[src/hdl/annexb_nal_unit_delimiter_macros.svh]
// Assertion helpers for the Annex B NAL unit delimiter.
// Both macros compile to nothing when SYNTH is defined.
`ifndef ANNEXB_NAL_UNIT_DELIMITER_MACROS_SVH
`define ANNEXB_NAL_UNIT_DELIMITER_MACROS_SVH

`ifndef SYNTH

// Checked on every rising edge while reset is released.
`define ANUD_ASSERT(name, clk, rstn, prop) \
  name: assert property (@(posedge clk) disable iff (!rstn) prop) \
    else $error("%m: check failed");

// Checked on every rising edge, reset or not.
`define ANUD_ASSERT_ALWAYS(name, clk, prop) \
  name: assert property (@(posedge clk) prop) \
    else $error("%m: check failed");

`else

`define ANUD_ASSERT(name, clk, rstn, prop)
`define ANUD_ASSERT_ALWAYS(name, clk, prop)

`endif

`endif

[src/hdl/annexb_pkg.sv]
package annexb_pkg;

  // Default width of the byte position counter.
  localparam int unsigned PosBitsDefault = 24;

  // Result field widths.
  localparam int unsigned StartW = 24;
  localparam int unsigned LenW   = 25;
  localparam int unsigned TypeW  = 6;

  // Three-byte window patterns.
  localparam logic [23:0] WinReset  = 24'hFF_FFFF;
  localparam logic [23:0] CodeOpen  = 24'h00_0001;
  localparam logic [23:0] CodeZero  = 24'h00_0000;

  // Codec selection.
  localparam logic CodecAvc  = 1'b0;
  localparam logic CodecHevc = 1'b1;

  // NAL unit type codes.
  localparam logic [TypeW-1:0] TypeHevcVps   = 6'd32;
  localparam logic [TypeW-1:0] TypeAvcSps    = 6'd7;
  localparam logic [TypeW-1:0] TypeHevcSps   = 6'd33;
  localparam logic [TypeW-1:0] TypeAvcPps    = 6'd8;
  localparam logic [TypeW-1:0] TypeHevcPps   = 6'd34;
  localparam logic [TypeW-1:0] TypeAvcIdr    = 6'd5;
  localparam logic [TypeW-1:0] TypeHevcIdrW  = 6'd19;
  localparam logic [TypeW-1:0] TypeHevcIdrN  = 6'd20;
  localparam logic [TypeW-1:0] TypeAvcSlcLo  = 6'd1;
  localparam logic [TypeW-1:0] TypeAvcSlcHi  = 6'd5;
  localparam logic [TypeW-1:0] TypeHevcSlcHi = 6'd31;

  // Classification flags of one unit.
  typedef struct packed {
    logic vps;
    logic sps;
    logic pps;
    logic idr;
    logic slice;
  } nal_class_t;

  // Unit type from the header byte.
  function automatic logic [TypeW-1:0] header_type(input logic codec, input logic [7:0] hdr);
    logic [TypeW-1:0] t;
    if (codec == CodecHevc) begin
      t = hdr[6:1];
    end else begin
      t = {1'b0, hdr[4:0]};
    end
    return t;
  endfunction

  // Class flags of a type under the given codec rules.
  function automatic nal_class_t classify(input logic codec, input logic [TypeW-1:0] t);
    nal_class_t c;
    c.vps = (t == TypeHevcVps);
    if (codec == CodecHevc) begin
      c.sps   = (t == TypeHevcSps);
      c.pps   = (t == TypeHevcPps);
      c.idr   = (t == TypeHevcIdrW) || (t == TypeHevcIdrN);
      c.slice = (t <= TypeHevcSlcHi);
    end else begin
      c.sps   = (t == TypeAvcSps);
      c.pps   = (t == TypeAvcPps);
      c.idr   = (t == TypeAvcIdr);
      c.slice = (t >= TypeAvcSlcLo) && (t <= TypeAvcSlcHi);
    end
    return c;
  endfunction

endpackage

[src/hdl/annexb_nal_unit_delimiter.sv]
// Annex B NAL unit delimiter. Takes an AVC or HEVC Annex B byte stream one
// byte per transaction (last_byte_i marks the final byte of a buffer) and
// returns one transaction per NAL unit found: its start position in the
// buffer, its length without start code, its type and class flags, and
// whether the end of the buffer cut it. A 00 00 01 opens a unit; a later
// 00 00 00 or 00 00 01 closes it, and a closing 00 00 01 opens the next.
// Throughput is one byte per clock while in_stall_o is low: each byte is
// parsed in the cycle it is accepted and any result lands in an output
// register, shown from the cycle after its byte. in_stall_o is high only
// while a result is held and out_stall_i is high.
// codec_select (cfg_wdata_i) picks AVC (0) or HEVC (1) header rules and is
// to be written by the user only while the block is idle; the block itself
// does not enforce this. Positions saturate at 2^POS_BITS - 1; after the
// last byte of a buffer the parser starts over at position 0.
`include "annexb_nal_unit_delimiter_macros.svh"

module annexb_nal_unit_delimiter
  import annexb_pkg::*;
#(
  parameter int unsigned POS_BITS = PosBitsDefault
) (
  input  logic              clk_i,
  input  logic              rst_ni,
  // configuration
  input  logic              cfg_we_i,
  input  logic              cfg_wdata_i,
  // byte input
  input  logic              in_valid_i,
  output logic              in_stall_o,
  input  logic [7:0]        data_byte_i,
  input  logic              last_byte_i,
  // unit results
  output logic              out_valid_o,
  input  logic              out_stall_i,
  output logic [StartW-1:0] unit_start_o,
  output logic [LenW-1:0]   nal_length_o,
  output logic [TypeW-1:0]  nal_type_o,
  output logic              is_vps_o,
  output logic              is_sps_o,
  output logic              is_pps_o,
  output logic              is_idr_o,
  output logic              is_slice_o,
  output logic              cut_by_end_o
);

  localparam logic [POS_BITS-1:0] PosMax = {POS_BITS{1'b1}};

  // configuration register
  logic codec_select_q;

  // parser state
  logic [23:0]         win_q, win_d;
  logic [POS_BITS-1:0] pos_q, pos_d;
  logic                inside_q, inside_d;
  logic [POS_BITS-1:0] start_q, start_d;
  logic                pend_q, pend_d;
  logic [TypeW-1:0]    type_q, type_d;

  // result register
  logic                out_valid_q, out_valid_d;
  logic [StartW-1:0]   res_start_q;
  logic [LenW-1:0]     res_len_q;
  logic [TypeW-1:0]    res_type_q;
  nal_class_t          res_class_q;
  logic                res_cut_q;

  logic                in_accept;
  logic                hdr_now;
  logic [TypeW-1:0]    type_cur;
  logic                pend_cur;
  logic                open_code, zero_code;
  logic                close_code, close_last, emit;
  logic [POS_BITS-1:0] pos_next;
  logic [POS_BITS:0]   end_ext, start_ext, len_ext;
  logic                unit_ok;
  logic [TypeW-1:0]    emit_type;
  nal_class_t          emit_class;

  // the result register is free unless it holds a stalled result
  assign in_stall_o = out_valid_q && out_stall_i;
  assign in_accept  = in_valid_i && !in_stall_o;

  always_comb begin
    // header byte directly after the start code
    hdr_now  = inside_q && pend_q;
    type_cur = hdr_now ? header_type(codec_select_q, data_byte_i) : type_q;
    pend_cur = pend_q && !hdr_now;

    win_d     = {win_q[15:0], data_byte_i};
    open_code = (win_d == CodeOpen);
    zero_code = (win_d == CodeZero);

    close_code = inside_q && (open_code || zero_code);
    close_last = inside_q && last_byte_i && !close_code;
    emit       = close_code || close_last;

    pos_next = (pos_q == PosMax) ? pos_q : pos_q + 1'b1;

    // unit ends before the closing pattern, or after this byte at buffer end
    if (close_code) begin
      end_ext = (pos_q >= POS_BITS'(2)) ? {1'b0, pos_q - POS_BITS'(2)} : '0;
    end else begin
      end_ext = {1'b0, pos_q} + 1'b1;
    end
    start_ext = {1'b0, start_q};
    len_ext   = (end_ext > start_ext) ? (end_ext - start_ext) : '0;

    // an empty unit has no header byte of its own
    unit_ok    = (len_ext != '0) && !pend_cur;
    emit_type  = unit_ok ? type_cur : '0;
    emit_class = unit_ok ? classify(codec_select_q, emit_type) : '0;

    // next parser state
    if (last_byte_i) begin
      win_d    = WinReset;
      pos_d    = '0;
      inside_d = 1'b0;
      start_d  = '0;
      pend_d   = 1'b0;
      type_d   = '0;
    end else if (open_code) begin
      pos_d    = pos_next;
      inside_d = 1'b1;
      start_d  = pos_next;
      pend_d   = 1'b1;
      type_d   = '0;
    end else begin
      pos_d    = pos_next;
      inside_d = inside_q && !emit;
      start_d  = start_q;
      pend_d   = pend_cur;
      type_d   = type_cur;
    end

    // accept implies the result register is free this cycle
    if (in_accept) begin
      out_valid_d = emit;
    end else if (!out_stall_i) begin
      out_valid_d = 1'b0;
    end else begin
      out_valid_d = out_valid_q;
    end
  end

  always_ff @(posedge clk_i or negedge rst_ni) begin
    if (!rst_ni) begin
      codec_select_q <= CodecAvc;
    end else if (cfg_we_i) begin
      codec_select_q <= cfg_wdata_i;
    end
  end

  always_ff @(posedge clk_i or negedge rst_ni) begin
    if (!rst_ni) begin
      win_q    <= WinReset;
      pos_q    <= '0;
      inside_q <= 1'b0;
      start_q  <= '0;
      pend_q   <= 1'b0;
      type_q   <= '0;
    end else if (in_accept) begin
      win_q    <= win_d;
      pos_q    <= pos_d;
      inside_q <= inside_d;
      start_q  <= start_d;
      pend_q   <= pend_d;
      type_q   <= type_d;
    end
  end

  always_ff @(posedge clk_i or negedge rst_ni) begin
    if (!rst_ni) begin
      out_valid_q <= 1'b0;
    end else begin
      out_valid_q <= out_valid_d;
    end
  end

  // result payload, no reset needed
  always_ff @(posedge clk_i) begin
    if (in_accept && emit) begin
      res_start_q <= StartW'(start_q);
      res_len_q   <= LenW'(len_ext);
      res_type_q  <= emit_type;
      res_class_q <= emit_class;
      res_cut_q   <= close_last;
    end
  end

  assign out_valid_o  = out_valid_q;
  assign unit_start_o = res_start_q;
  assign nal_length_o = res_len_q;
  assign nal_type_o   = res_type_q;
  assign is_vps_o     = res_class_q.vps;
  assign is_sps_o     = res_class_q.sps;
  assign is_pps_o     = res_class_q.pps;
  assign is_idr_o     = res_class_q.idr;
  assign is_slice_o   = res_class_q.slice;
  assign cut_by_end_o = res_cut_q;

  // header can only be awaited inside a unit
  `ANUD_ASSERT(a_pend_inside, clk_i, rst_ni, (!pend_q || inside_q))

  // an open unit never starts past the current position
  `ANUD_ASSERT(a_start_le_pos, clk_i, rst_ni, (inside_q |-> (start_q <= pos_q)))

  // the last byte of a buffer returns the parser to its start
  `ANUD_ASSERT(a_buffer_end, clk_i, rst_ni,
               ((in_accept && last_byte_i) |=> ((pos_q == '0) && !inside_q)))

  // position advances by one per byte until it saturates
  `ANUD_ASSERT(a_pos_step, clk_i, rst_ni,
               ((in_accept && !last_byte_i && (pos_q != PosMax)) |=>
                (pos_q == $past(pos_q) + 1'b1)))

endmodule
[config.mk]
export PLATFORM = sky130hd
export DESIGN_NAME = annexb_nal_unit_delimiter
export DESIGN_NICKNAME = d
export VERILOG_FILES = /design/src/hdl/annexb_pkg.sv /design/src/hdl/annexb_nal_unit_delimiter.sv
export VERILOG_INCLUDE_DIRS = /design/src /design/src/hdl
export SDC_FILE = /design/constraint.sdc
export NUM_CORES = 1
export LEC_CHECK = 0
export ABC_AREA = 1
export BUFFER_PORTS_ARGS = -buffer_cell sky130_fd_sc_hd__buf_4
export CAP_MARGIN = 20
export CORE_UTILIZATION = 65
export DETAILED_ROUTE_END_ITERATION = 10
export GPL_TIMING_DRIVEN = 0
export PLACE_DENSITY = 0.86
export SYNTH_ARGS = -nofsm -noshare
export SYNTH_HDL_FRONTEND = slang
export SYNTH_SLANG_ARGS = --single-unit
[constraint.sdc]
create_clock -name clk_i -period 13 [get_ports clk_i]
set_input_delay 0.65 -clock clk_i [delete_from_list [all_inputs] [get_ports clk_i]]
set_output_delay 0.65 -clock clk_i [all_outputs]
set_load 0.01 [all_outputs]
# Word level (Yosys, flattened, before mapping)
# Cells that the tools add are included.
# op_classes
addsub	4
n_lt_le_gt_ge	5
n_eq_ne	11
muxes	20
n_reduce_logical	23
# op_table
op	count
$mux W24	5
$mux W25	2
$mux W6	5
$add A24 B1 Y25 const B	1
$gt A25 B24 Y1	1
$reduce_bool A25 Y1	1
$sub A25 B24 Y25	1
$add A24 B1 Y24 const B	1
$eq A24 B1 Y1 const B	1
$eq A24 B24 Y1 const B	1
$ge A24 B2 Y1 const B	1
$logic_not A24 Y1	1
$sub A24 B2 Y24 const B	1
$eq A6 B6 Y1 const B	3
$mux W16	1
$eq A6 B3 Y1 const B	2
$eq A6 B5 Y1 const B	2
$logic_and A1 B1 Y1	11
$eq A6 B4 Y1 const B	1
$ge A6 B1 Y1 const B	1
$le A6 B3 Y1 const B	1
$le A6 B5 Y1 const B	1
$mux W1	6
$logic_not A1 Y1	5
5 further kinds	7
# totals
reg_bits	135
elab_cells	80

# Logic depth before layout (Yosys ltp)
# logic_depth
ltp_word	12
depth_mapped	36

# Least setup slack after synthesis
# OpenSTA, ideal clock, no wires.
# synth_path
path_type	reg2reg
start	register pos_q[2]
end	register res_class_q (netlist bit is_slice_o), data pin
arrival_ps	4237
required_time_ps	12746
slack_ps	8509
stages_incl_launch_ff	33
path_buffers	1
path_cell_list	dfrtp_1 -> nor2_1 -> nand2_1 -> nor3_1 -> inv_1 -> nor2_1 -> nand2_1 -> nor4_1 -> nand4_1 -> nand2_1 -> buf_2 -> o22ai_1 -> fa_1 -> nand2_1 -> nand3_1 -> nand3_1 -> nand2_1 -> nand2_1 -> nand2_1 -> nand2_1 -> nand3b_1 -> nand2_1 -> inv_1 -> o21ai_1 -> nand3_1 -> nor2_2 -> nand2_4 -> o211ai_1 -> nand3_1 -> nand2_1 -> inv_1 -> nand2_1 -> a21oi_2
# synth_via
elab_chain_len	11
# synth_rtl
item	line	rtl
start: declaration	annexb_nal_unit_delimiter.sv:53	logic [POS_BITS-1:0] pos_q, pos_d;
start signal: assignment	annexb_nal_unit_delimiter.sv:163	pos_q <= pos_d;
$sub A24 B2 Y24 or $ge A24 B2 Y1 (tied branches)	annexb_nal_unit_delimiter.sv:101	end_ext = (pos_q >= POS_BITS'(2)) ? {1'b0, pos_q - POS_BITS'(2)} : '0;
$mux W24	annexb_nal_unit_delimiter.sv:101	
$mux W25 *	annexb_nal_unit_delimiter.sv:100	if (close_code) begin
$sub A25 B24 Y25 or $gt A25 B24 Y1 (tied branches)	annexb_nal_unit_delimiter.sv:106	len_ext = (end_ext > start_ext) ? (end_ext - start_ext) : '0;
$mux W25 *	annexb_nal_unit_delimiter.sv:106	
$reduce_bool A25 Y1 *	annexb_nal_unit_delimiter.sv:109	unit_ok = (len_ext != '0) && !pend_cur;
$logic_and A1 B1 Y1 *	annexb_nal_unit_delimiter.sv:109	
$mux W6	annexb_nal_unit_delimiter.sv:110	emit_type = unit_ok ? type_cur : '0;
$ge A6 B1 Y1 or $le A6 B3 Y1 (tied branches)	annexb_pkg.sv:66	c.slice = (t >= TypeAvcSlcLo) && (t <= TypeAvcSlcHi);
$logic_and A1 B1 Y1	annexb_pkg.sv:66	
$mux W4	annexb_pkg.sv:57	if (codec == CodecHevc) begin
end signal: assignment	annexb_nal_unit_delimiter.sv:185	res_class_q <= emit_class;
end: declaration	annexb_nal_unit_delimiter.sv:64	nal_class_t res_class_q;
# Mark *: on every way between the ends. The rest lies on a longest branch, timed or not.
# A chain may end at the register's enable or synchronous reset.

# Worst setup path after layout
# layout_path
start	register pos_q[2]
end	register res_class_q (netlist bit is_pps_o), data pin
# layout_via
elab_chain_len	10
# layout_rtl
item	line
$sub A24 B2 Y24 or $ge A24 B2 Y1 (tied branches)	annexb_nal_unit_delimiter.sv:101
$mux W24	annexb_nal_unit_delimiter.sv:101
$mux W25 *	annexb_nal_unit_delimiter.sv:100
$sub A25 B24 Y25 or $gt A25 B24 Y1 (tied branches)	annexb_nal_unit_delimiter.sv:106
$mux W25 *	annexb_nal_unit_delimiter.sv:106
$reduce_bool A25 Y1 *	annexb_nal_unit_delimiter.sv:109
$logic_and A1 B1 Y1 *	annexb_nal_unit_delimiter.sv:109
$mux W6	annexb_nal_unit_delimiter.sv:110
$eq A6 B4 Y1 or $eq A6 B6 Y1 (tied branches)	annexb_pkg.sv:64, annexb_pkg.sv:59
$mux W4	annexb_pkg.sv:57
# Marked as above.

==> results.json <==
{
  "synthTopCellsByArea": "edfxtp_1 21%, dfrtp_1 17%, nand2_1 11%, inv_1 7.9%, dfstp_2 4.9%",
  "synth_top_cell_area_share": 0.214,
  "tns_ps": 0,
  "syn_nets": 1160,
  "p_leak_uw": 0.00485,
  "cts_buffer_depth": 2,
  "routed-via-count": 7927,
  "cp-start-kind": "flip-flop",
  "antennaDiodeCount": 0,
  "max-vdd-ir-drop_uv": 87.6,
  "synthMuxAreaShare": 0,
  "post-route-drc-count": 0,
  "place.gp.congestion": 0.999,
  "root_buffer": "clkbuf_16",
  "crit_path_start": "pos_q[2]",
  "critPathRequiredTime_ps": 13190,
  "dpl_cell_area_um2": 9380,
  "p_per_area_nw_per_um2": 132,
  "start_util": 0.672,
  "grt_pass1_vias": 7549,
  "coreArea_um2": 12700,
  "yosys_warnings": 0,
  "die-area_um2": 13600,
  "setup_violations": 0,
  "clk_pin_slew_worst_paths_ps": 60,
  "min_period_ps": 6270,
  "finalNonFillerCells": 1398,
  "fin_nets": 1257,
  "synth_compound_area_frac": 0.136,
  "area_growth_pct": 16.5,
  "maxCapViolCount": 0,
  "cts.sinks": 135,
  "first_pass_iters": 7,
  "finalCritPeriodShare": 0.482,
  "port_buffers": 77,
  "worstPathMaxFanout": 10,
  "reg2reg_slack_ps": 6730,
  "dp.cells": 1366,
  "synth_edf_count": 61,
  "max_freq_ghz": 0.159,
  "rr_worst_depth": 29,
  "rows": 41,
  "synth_xor_area_frac": 0.0450,
  "synth_top_family_by_area": "simple AND/OR/NAND/NOR gates",
  "synth-seq-cells": 135,
  "ios": 78,
  "synthAdderAreaFrac": 0.0433,
  "hpwl_um": 17400,
  "stdcell_area_um2": 9960,
  "drive_above_1_share": 0.132,
  "grt_max_degree": 75,
  "cts_buffers": 17,
  "clk_latency_ps": 430,
  "worst_pin_slew_ps": 973,
  "synthArstFlopShare": 0.548,
  "crit_top_cell": "nand2_1",
  "worstSetupPathType": "reg2reg",
  "routedWlPerCell_um": 16.2,
  "ys_top_cells_by_count": "255 x nand2_1, 181 x inv_1, 110 x nor2_1",
  "ctsResizeCount": 0,
  "antenna_found_initial": 0,
  "synth_top_area_cell": "edfxtp_1",
  "cp-end-kind": "flip-flop",
  "synthFlopType": "edfxtp_1",
  "die_y_um": 117,
  "vias_per_cell": 5.67,
  "synth_area_um2": 8550,
  "drtIter0Drc": 768,
  "power.total_uw": 1310,
  "top_usage_layer": "met2",
  "ys_seq_area_frac": 0.433,
  "synth.avg_cell_area_um2": 7.67,
  "totalWireLength_um": 22600,
  "cts_tree": "yes",
  "die_w_um": 117,
  "cts_hold_buf": 0,
  "rsz0062_at_grt": "no",
  "crit_arrival_ps": 6460,
  "synth.distinct_cells": 48,
  "yosysMostFrequentCell": "nand2_1",
  "max_stage_delay_ps": 590,
  "r2r-start": "pos_q[2]",
  "fin_util": 0.783,
  "outcome": "finished clean",
  "slowest_stage": "nor4_1",
  "grt.overflow.total": 0,
  "use_met1": 0.441,
  "clock_skew_ps": 6.47,
  "maxSlewViolCount": 0,
  "synth-simple-area-share": 0.248,
  "h-tree-depth": 4,
  "grt_use_met2": 0.608,
  "track_usage": 0.359,
  "grt_pass1_wl_um": 36500,
  "max_slew_margin": 0.350,
  "finalHoldViolCount": 0,
  "drt.antenna.violating_nets": 0,
  "syn_inst": 1116,
  "r2r-end": "is_pps_o",
  "use_met3": 0.0550,
  "hold_class": "in2async",
  "post_cts.repair.setup_buffers": 0
}
-- kinds of logic (layout without fill, tap and decap cells) --
family,count (synthesis),in the layout
adders and majority gates,29,29
DFF,135,135
buffers and inverters,214,324
xor gates and xnor gates,44,44
and+or+nand+nor,486,486
AOI/OAI and AO/OA,208,208
-- worst max-delay path by stage --
stage | end | slack, ps | depth (start not counted)
after floorplan | is_slice_o | 8510 | 32
after global routing | is_sps_o | 6280 | 29
after global placement | is_pps_o | 6980 | 29
final | is_pps_o | 6730 | 29
after CTS | is_pps_o | 6890 | 29
after detailed placement | is_pps_o | 6990 | 29
-- layout make-up --
| cell class | count | area (µm²) |
|---|---|---|
| buffer | 27 | 108 |
| timing repair buffer | 78 | 598 |
| fill | 960 | 2760 |
| inverter | 187 | 702 |
| clock buffer | 18 | 439 |
| clock inverter | 14 | 148 |
| multi-input combinational | 767 | 4050 |
| sequential | 135 | 3700 |
| tap | 172 | 215 |
-- worst max-delay path, delay by kind of cell, from the launching register on --
family | cells | cell delay [ps]
compound gates | 5 | 880
buf+inv | 4 | 560
flops | 1 | 460
fa+ha+maj | 1 | 400
simple gates | 19 | 3720
-- cell usage in the layout (no fill, tap or decap), types with 16 or more instances in the layout --
master / count
nand2_1: 255
ha_1: 28
o22ai_1: 23
dfstp_2: 16
xor2_1: 41
nand3_1: 47
edfxtp_1: 61
a21oi_1: 65
nor3_1: 17
nand4_1: 23
clkbuf_1: 18
clkbuf_16: 17
buf_4: 77
o21ai_0: 84
dfrtp_1: 58
inv_1: 181
nor2_1: 109
-- layer usage --
layer / share of wire / vias up
met5: 0 / -
met3: 0.060 / 72
met2: 0.48 / 353
li1: - / 3850
met4: 0.044 / 0
met1: 0.41 / 3652
-- sequential cells by signal, summed over array words and instances, names as in the netlist --
register        flops
is_vps_o            1
out_valid_o         1
type_q              6
is_pps_o            1
codec_select_q      1
nal_length_o       25
is_slice_o          1
pos_q              24
pend_q              1
start_q            24
is_idr_o            1
nal_type_o          6
cut_by_end_o        1
win_q              16
inside_q            1
unit_start_o       24
is_sps_o            1
-- report_power, final --
group	internal [µW]	total, µW	switching (µW)
registers	471	477	6.09
logic	115	362	246
clock network	288	476	188
-- through the flow --
step                      worst slack, ps  hold WS, ps
after floorplan                      8510          354
after global placement               6980          428
after detailed placement             6990          431
after CTS                            6890          395
after global routing                 6280          437
final                                6730          360
Note: power is estimated with default switching activity, not from simulation.
